$ cat src/sv/btb_pkg.sv
package btb_pkg;

    localparam int DEF_ENTRIES = 32;
    localparam int ADDR_W      = 32;
    localparam int WORD_W      = ADDR_W - 2;
    localparam int S_DATA_W    = 72;
    localparam int M_DATA_W    = 40;

    localparam logic KIND_PREDICT = 1'b0;
    localparam logic KIND_UPDATE  = 1'b1;

    localparam logic [1:0] CNT_SNT = 2'd0;
    localparam logic [1:0] CNT_WNT = 2'd1;
    localparam logic [1:0] CNT_WT  = 2'd2;
    localparam logic [1:0] CNT_ST  = 2'd3;

    typedef struct packed {
        logic              valid;
        logic [1:0]        cnt;
        logic [ADDR_W-1:0] tag;
        logic [ADDR_W-1:0] target;
    } entry_t;

    localparam int ENTRY_W = $bits(entry_t);

    function automatic logic [1:0] next_cnt(input logic [1:0] cnt, input logic taken);
        logic [1:0] res;
        if (taken)
        begin
            res = (cnt == CNT_SNT) ? CNT_WNT : CNT_ST;
        end
        else
        begin
            res = (cnt == CNT_ST) ? CNT_WT : CNT_SNT;
        end
        return res;
    endfunction

endpackage

$ cat src/sv/btb_ram.sv
module btb_ram #(
    parameter int WIDTH = 8,
    parameter int DEPTH = 32
) (
    input  logic                     clk,
    input  logic                     we,
    input  logic [$clog2(DEPTH)-1:0] waddr,
    input  logic [WIDTH-1:0]         wdata,
    input  logic                     re,
    input  logic [$clog2(DEPTH)-1:0] raddr,
    output logic [WIDTH-1:0]         rdata
);

    logic [WIDTH-1:0] mem [DEPTH];
    logic [WIDTH-1:0] rdata_reg;

    always_ff @(posedge clk)
    begin
        if (we)
        begin
            mem[waddr] <= wdata;
        end
        if (re)
        begin
            rdata_reg <= mem[raddr];
        end
    end

    assign rdata = rdata_reg;

endmodule

$ cat src/sv/branch_target_buffer_two_bit.sv
// channel  dir  handshake          tdata / tuser
// s_*      in   s_tvalid/s_tready  inst_addr, target_addr, taken / kind
// m_*      out  m_tvalid/m_tready  predict_taken, predict_target / hit
//
// One word at a time: accept, table read, then write-back (update) or result
// load (predict). With ENTRIES not a power of two, a divide state before the
// read reduces the reciprocal-multiply quotient to the index.
// After reset a clear pass writes all ENTRIES table rows, one per cycle,
// before the first word is taken. A stalled result waits in the output
// register while the next word is accepted; a predict then holds until it frees.
module branch_target_buffer_two_bit #(
    parameter int ENTRIES = btb_pkg::DEF_ENTRIES
) (
    input  logic                          clk,
    input  logic                          rst_n,
    input  logic                          s_tvalid,
    output logic                          s_tready,
    input  logic [btb_pkg::S_DATA_W-1:0]  s_tdata,   // inst_addr, target_addr, taken, zero pad
    input  logic                          s_tuser,   // kind
    output logic                          m_tvalid,
    input  logic                          m_tready,
    output logic [btb_pkg::M_DATA_W-1:0]  m_tdata,   // predict_taken, predict_target, zero pad
    output logic                          m_tuser    // hit
);

    import btb_pkg::*;

    localparam int              IDXW     = $clog2(ENTRIES);
    localparam bit              IS_POW2  = ((ENTRIES & (ENTRIES - 1)) == 0);
    localparam logic [IDXW-1:0] LAST_IDX = IDXW'(ENTRIES - 1);
    localparam logic [IDXW-1:0] ENT_LOW  = IDXW'(ENTRIES);
    localparam int              PROD_W   = WORD_W + 32;
    localparam int              Q_LSB    = WORD_W + IDXW;
    // ceil(2^(WORD_W+IDXW) / ENTRIES): exact quotient for any WORD_W-bit word
    localparam longint unsigned RECIP_FULL =
        ((64'd1 << Q_LSB) + 64'(ENTRIES) - 64'd1) / 64'(ENTRIES);
    localparam logic [31:0]     RECIP    = 32'(RECIP_FULL);

    typedef enum logic [3:0] {
        S_CLEAR = 4'b0001,
        S_IDLE  = 4'b0010,
        S_DIV   = 4'b0100,
        S_LOOK  = 4'b1000
    } state_t;

    state_t            state_reg, state_next;
    logic [IDXW-1:0]   clr_reg, clr_next;
    logic [IDXW-1:0]   quo_reg, quo_next;
    logic [IDXW-1:0]   idx_reg, idx_next;
    logic              kind_reg, kind_next;
    logic [ADDR_W-1:0] addr_reg, addr_next;
    logic [ADDR_W-1:0] tgt_reg, tgt_next;
    logic              taken_reg, taken_next;
    logic              m_valid_reg, m_valid_next;
    logic              m_hit_reg, m_hit_next;
    logic              m_taken_reg, m_taken_next;
    logic [ADDR_W-1:0] m_target_reg, m_target_next;

    logic              ram_we, ram_re;
    logic [IDXW-1:0]   ram_waddr, ram_raddr;
    logic [ENTRY_W-1:0] ram_wdata, ram_rdata;

    logic              in_acc, out_free;
    logic [WORD_W-1:0] word;
    logic [PROD_W-1:0] recip_prod;
    logic [2*IDXW-1:0] quo_mul;
    logic [IDXW-1:0]   idx_mod;
    entry_t            rd_entry, upd_entry;
    logic              lk_hit, lk_taken;

    btb_ram #(
        .WIDTH (ENTRY_W),
        .DEPTH (ENTRIES)
    ) u_table (
        .clk   (clk),
        .we    (ram_we),
        .waddr (ram_waddr),
        .wdata (ram_wdata),
        .re    (ram_re),
        .raddr (ram_raddr),
        .rdata (ram_rdata)
    );

    assign s_tready = (state_reg == S_IDLE);
    assign in_acc   = s_tvalid && s_tready;
    assign out_free = !m_valid_reg || m_tready;

    assign word       = addr_reg[ADDR_W-1:2];
    assign recip_prod = PROD_W'(s_tdata[ADDR_W-1:2]) * PROD_W'(RECIP);
    assign quo_mul    = (2*IDXW)'(quo_reg) * (2*IDXW)'(ENT_LOW);
    assign idx_mod    = word[IDXW-1:0] - quo_mul[IDXW-1:0];

    assign rd_entry = entry_t'(ram_rdata);
    assign lk_hit   = rd_entry.valid && (rd_entry.tag == addr_reg);
    assign lk_taken = rd_entry.cnt[1];

    always_comb
    begin
        upd_entry        = '0;
        upd_entry.valid  = 1'b1;
        upd_entry.cnt    = next_cnt(rd_entry.cnt, taken_reg);
        upd_entry.tag    = addr_reg;
        upd_entry.target = tgt_reg;
    end

    always_comb
    begin
        state_next    = state_reg;
        clr_next      = clr_reg;
        quo_next      = quo_reg;
        idx_next      = idx_reg;
        kind_next     = kind_reg;
        addr_next     = addr_reg;
        tgt_next      = tgt_reg;
        taken_next    = taken_reg;
        m_valid_next  = m_valid_reg && !m_tready;
        m_hit_next    = m_hit_reg;
        m_taken_next  = m_taken_reg;
        m_target_next = m_target_reg;
        ram_we        = 1'b0;
        ram_waddr     = idx_reg;
        ram_wdata     = ENTRY_W'(upd_entry);
        ram_re        = 1'b0;
        ram_raddr     = idx_reg;

        case (state_reg)
            S_CLEAR:
            begin
                ram_we    = 1'b1;
                ram_waddr = clr_reg;
                ram_wdata = '0;
                if (clr_reg == LAST_IDX)
                begin
                    state_next = S_IDLE;
                end
                else
                begin
                    clr_next = clr_reg + 1'b1;
                end
            end
            S_IDLE:
            begin
                if (in_acc)
                begin
                    kind_next  = s_tuser;
                    addr_next  = s_tdata[31:0];
                    tgt_next   = s_tdata[63:32];
                    taken_next = s_tdata[64];
                    if (IS_POW2)
                    begin
                        idx_next   = s_tdata[IDXW+1:2];
                        ram_re     = 1'b1;
                        ram_raddr  = s_tdata[IDXW+1:2];
                        state_next = S_LOOK;
                    end
                    else
                    begin
                        quo_next   = recip_prod[Q_LSB +: IDXW];
                        state_next = S_DIV;
                    end
                end
            end
            S_DIV:
            begin
                idx_next   = idx_mod;
                ram_re     = 1'b1;
                ram_raddr  = idx_mod;
                state_next = S_LOOK;
            end
            S_LOOK:
            begin
                if (kind_reg == KIND_UPDATE)
                begin
                    ram_we     = 1'b1;
                    state_next = S_IDLE;
                end
                else if (out_free)
                begin
                    m_valid_next  = 1'b1;
                    m_hit_next    = lk_hit;
                    m_taken_next  = lk_hit && lk_taken;
                    m_target_next = !lk_hit ? '0
                                  : (lk_taken ? rd_entry.target : addr_reg + 32'd4);
                    state_next    = S_IDLE;
                end
            end
            default:
            begin
                state_next = S_CLEAR;
                clr_next   = '0;
            end
        endcase
    end

    always_ff @(posedge clk or negedge rst_n)
    begin
        if (!rst_n)
        begin
            state_reg   <= S_CLEAR;
            clr_reg     <= '0;
            m_valid_reg <= 1'b0;
        end
        else
        begin
            state_reg   <= state_next;
            clr_reg     <= clr_next;
            m_valid_reg <= m_valid_next;
        end
    end

    always_ff @(posedge clk)
    begin
        quo_reg      <= quo_next;
        idx_reg      <= idx_next;
        kind_reg     <= kind_next;
        addr_reg     <= addr_next;
        tgt_reg      <= tgt_next;
        taken_reg    <= taken_next;
        m_hit_reg    <= m_hit_next;
        m_taken_reg  <= m_taken_next;
        m_target_reg <= m_target_next;
    end

    assign m_tvalid = m_valid_reg;
    assign m_tuser  = m_hit_reg;
    assign m_tdata  = {7'b0, m_target_reg, m_taken_reg};

    a_accept_busy: assert property (@(posedge clk) disable iff (!rst_n)
        s_tvalid && s_tready |=> state_reg != S_IDLE)
        else $error("word accepted but block did not leave idle");

    a_clear_no_out: assert property (@(posedge clk) disable iff (!rst_n)
        state_reg == S_CLEAR |-> !m_tvalid)
        else $error("result presented during clear pass");

    a_wb_update_only: assert property (@(posedge clk) disable iff (!rst_n)
        ram_we && state_reg == S_LOOK |-> kind_reg == KIND_UPDATE)
        else $error("table write-back for a predict word");

    a_out_from_predict: assert property (@(posedge clk) disable iff (!rst_n)
        $rose(m_tvalid) |-> $past(state_reg == S_LOOK && kind_reg == KIND_PREDICT))
        else $error("result loaded outside a predict lookup");

endmodule

$ cat config.mk
export PLATFORM = sky130hd
export DESIGN_NAME = branch_target_buffer_two_bit
export DESIGN_NICKNAME = d
export VERILOG_FILES = /design/src/sv/btb_pkg.sv /design/src/sv/btb_ram.sv /design/src/sv/branch_target_buffer_two_bit.sv
export SDC_FILE = /design/constraint.sdc
export NUM_CORES = 2
export LEC_CHECK = 0
export BUFFER_PORTS_ARGS = -buffer_cell sky130_fd_sc_hd__buf_2
export CAP_MARGIN = 30
export CORE_MARGIN = 5
export CORE_UTILIZATION = 56
export CTS_CLUSTER_DIAMETER = 200
export CTS_CLUSTER_SIZE = 14
export DETAILED_ROUTE_END_ITERATION = 10
export PLACE_DENSITY_LB_ADDON = 0.1
export SLEW_MARGIN = 20
export SYNTH_ARGS = -nofsm -noshare
export SYNTH_HDL_FRONTEND = slang
export SYNTH_SLANG_ARGS = --single-unit
$ cat constraint.sdc
create_clock -name clk -period 6.4 [get_ports clk]
set_clock_uncertainty 0.15 [all_clocks]
set_input_delay 1.28 -clock clk [delete_from_list [all_inputs] [get_ports clk]]
set_output_delay 1.28 -clock clk [all_outputs]
set_load 0.005 [all_outputs]
==> run_results.csv <==
group,metric,value,unit
outcome,status,"completed",
floorplanning,row_count,147,
placed_design,io_buffers,105,
sta,setup-tns-final,0,ps
critical_path,critPathBufInv,1,
critical_path,cp-end-kind,"flip-flop",
hold_path,hp-class,"in2async",
floorplanning,ioPinCount,120,
finish,final_area,100000,um2
floorplanning,dieArea,169000,um2
placed_design,place_hpwl,139,mm
critical_path,reg2reg_from,"addr_reg[30]",
synth,ys_seq_area_share,77.2,%
floorplanning,fp.dieH,412,um
cts,h-tree-depth,4,
critical_path,cp_common_cell,"nand4_1",
synth,netlist_top_cells_area,"edfxtp_1, mux2i_1, nand2_1",
synth,synth_area,90300,um2
synth,avgSynthCellArea,15.3,um2
synth,synth_seq_cells,2325,
synth,post-synth-top-area-cell,"edfxtp_1",
global_routing,gr-usage-met1,44.4,%
finish,fillers,11712,
critical_path,crit_chain,"xnor2_1 -> nand4_1 -> nor4_1 -> nand4_1 -> or4_2 -> buf_4 -> nor2_1",
cts,tritoncts,"done",
cts,post-cts-setup-buffers,0,
critical_path,crit_arrival,5270,ps
route,num_vias,54014,
power_and_ir_drop,leakage,34.3,nW
sta,whs,139,ps
global_routing,track_usage,31.7,%
critical_path,r2r_end,"m_target_reg[25]",
route,drc,0,
power_and_ir_drop,p_total,0.0352,W
critical_path,critPathRequiredTime,6800,ps
global_routing,overflow,0,
synth,synth_edf_count,2311,
sta,setup_viol,0,
floorplanning,initial_utilization,56.3,%
global_routing,grt_pass1_vias,50975,
cts,ctsHoldBuffers,0,
global_routing,grt_busiest_layer,"met2",
placed_design,dp.cells,7989,
synth,synthCells,5895,
sta,post-route-min-period,4870,ps
finish,finalNonFillerCells,8260,
synth,yosysTopAreaCellShare,76.9,%
critical_path,crit_type,"reg2reg",
power_and_ir_drop,peakVddDrop,0.000306,V
placed_design,place_area,94500,um2
route,wl,272,mm
cts,ctsLongestPathBuffers,3,
synth,ys_types,61,
global_routing,grtUsageMet2,48.5,%
global_routing,grt_pass1_wl,377,mm
cts,cts-root-buf,"clkbuf_16",
synth,ys.flop_type,"edfxtp_1",
finish,nNetsFinal,6138,
sta,hold_viol,0,
route,drt-pass1-iter-count,6,
global_routing,grt_antenna_before_repair,9,
route,routedWlPerCell,32.9,um
floorplanning,core_area,160000,um2
cts,clock_sinks,2325,
critical_path,cp-start-kind,"flip-flop",
cts,cts.repair.resized,0,
route,ant_nets,0,
critical_path,crit_family,"simple AND/OR/NAND/NOR gates",
sta,rsz0062_at_grt,"false",
route,avgViaCountPerCell,6.54,
cts,clk_latency,840,ps
critical_path,critPathSlowestCell,"or4_2",
finish,drive_gt1_share,10.2,%
cts,cts.clk_slew.worst_paths,70,ps
cts,cts_made_buffers,184,
run,drv_cap,0,
critical_path,worst-r2r-setup-slack,1530,ps
floorplanning,die_w,412,um
synth,async_flop_share,0.387,%
critical_path,slowest_delay,1060,ps
synth,yosys_warnings,0,
global_routing,grt_max_degree,131,
sta,tightest_slew,1030,ps
sta,slew_viol_final,0,
global_routing,use_met3,8.48,%
critical_path,r2r_cells,7,
sta,period_share,76.0,%
finish,largest_reg_flops,2144,
finish,final_cell_mix,"edfxtp_1, nand2_1, mux2i_1, a21oi_1, nand3_1",
critical_path,crit_fanout,19,
sta,slew_headroom,31.3,%
finish,final_common_cell,"edfxtp_1",
route,first_iter_violations,7978,
power_and_ir_drop,power_density,352,nW/um2
placed_design,gp_congestion,0.809,
finish,area_growth_syn_to_layout,10.8,%
sta,fmax,205,MHz
cells by family (layout without fill, tap and decap cells):
family / after synthesis / in the layout / share of synthesized area, %
xor gates and xnor gates: 62 / 62 / 0.601
other: 1 / 9 / 0.00415
AOI/OAI and AO/OA: 930 / 930 / 6.55
buffers and inverters: 386 / 583 / 2.11
adders and majority gates: 3 / 3 / 0.0416
and+or+nand+nor: 1733 / 1733 / 8.26
DFF: 2325 / 2325 / 77.2
muxes: 455 / 455 / 5.22
per-layer routing:
metal	vias to the layer above	wire length, um
met3	536	32300
met4	6	10300
met5	-	29
li1	22779	-
met2	3238	124000
met1	27455	105000
power by group:
group,switching (W),internal (W)
Sequential,0.000386,0.0190
Combinational,0.00424,0.00128
Clock,0.00505,0.00525
Total,0.00968,0.0255
worst max-delay path by stage:
stage	startpoint	to	slack, ps	cells past startpoint
floorplan	state_reg[0]	u_table.mem[31][0]	980	8
global placement	s_tvalid	u_table.rdata[27]	1230	12
detailed placement	s_tvalid	u_table.rdata[27]	1210	12
CTS	addr_reg[30]	m_target_reg[25]	1830	7
global route	addr_reg[30]	m_target_reg[25]	1430	7
finish	addr_reg[30]	m_target_reg[25]	1530	7
final cells by class:
| class | count | area, um2 | share of cell area (%) |
|---|---|---|---|
| flip-flops and latches | 2325 | 69700 | 69.7 |
| inverters | 18 | 87.6 | 0.0875 |
| multi-input cells | 3190 | 19100 | 19.1 |
| diodes | 2 | 5.00 | 0.00500 |
| clock inverters | 10 | 118 | 0.118 |
| well taps | 2160 | 2700 | 2.70 |
| clock buffers | 216 | 4810 | 4.81 |
| repair buffers | 339 | 3490 | 3.49 |
worst reg2reg max path: stages, from the launching register on:
cell and delay, ps:
edfxtp_1 510, xnor2_1 730, nand4_1 220, nor4_1 820
nand4_1 250, or4_2 1060, buf_4 380, nor2_1 480
metrics by stage:
step	worst slack (ps)	util (%)
final	1530	62.4
after global routing	1430	62.4
after CTS	1830	62.0
after detailed placement	1210	58.9
after global placement	1230	58.8
after floorplan	983	-
cell usage after synthesis, drive strengths merged, types with 8 or more instances:
| library cell | instances |
|---|---|
| xor2 | 22 |
| mux2i | 444 |
| a2111oi | 9 |
| o32ai | 20 |
| a221oi | 59 |
| a221o | 20 |
| a211oi | 32 |
| nor2 | 130 |
| and2 | 63 |
| a32oi | 95 |
| o21ai | 123 |
| nand4b | 9 |
| or4 | 22 |
| and3 | 8 |
| buf | 230 |
| nand3 | 203 |
| xnor2 | 40 |
| nor3 | 15 |
| nand4 | 16 |
| inv | 18 |
| nor4 | 100 |
| o22ai | 135 |
| nand2 | 1141 |
| dfrtp | 8 |
| a21oi | 322 |
| nor2b | 15 |
| clkbuf | 138 |
| a31oi | 87 |
| mux4 | 11 |
| edfxtp | 2311 |
Power figures use the tool's default switching activity.
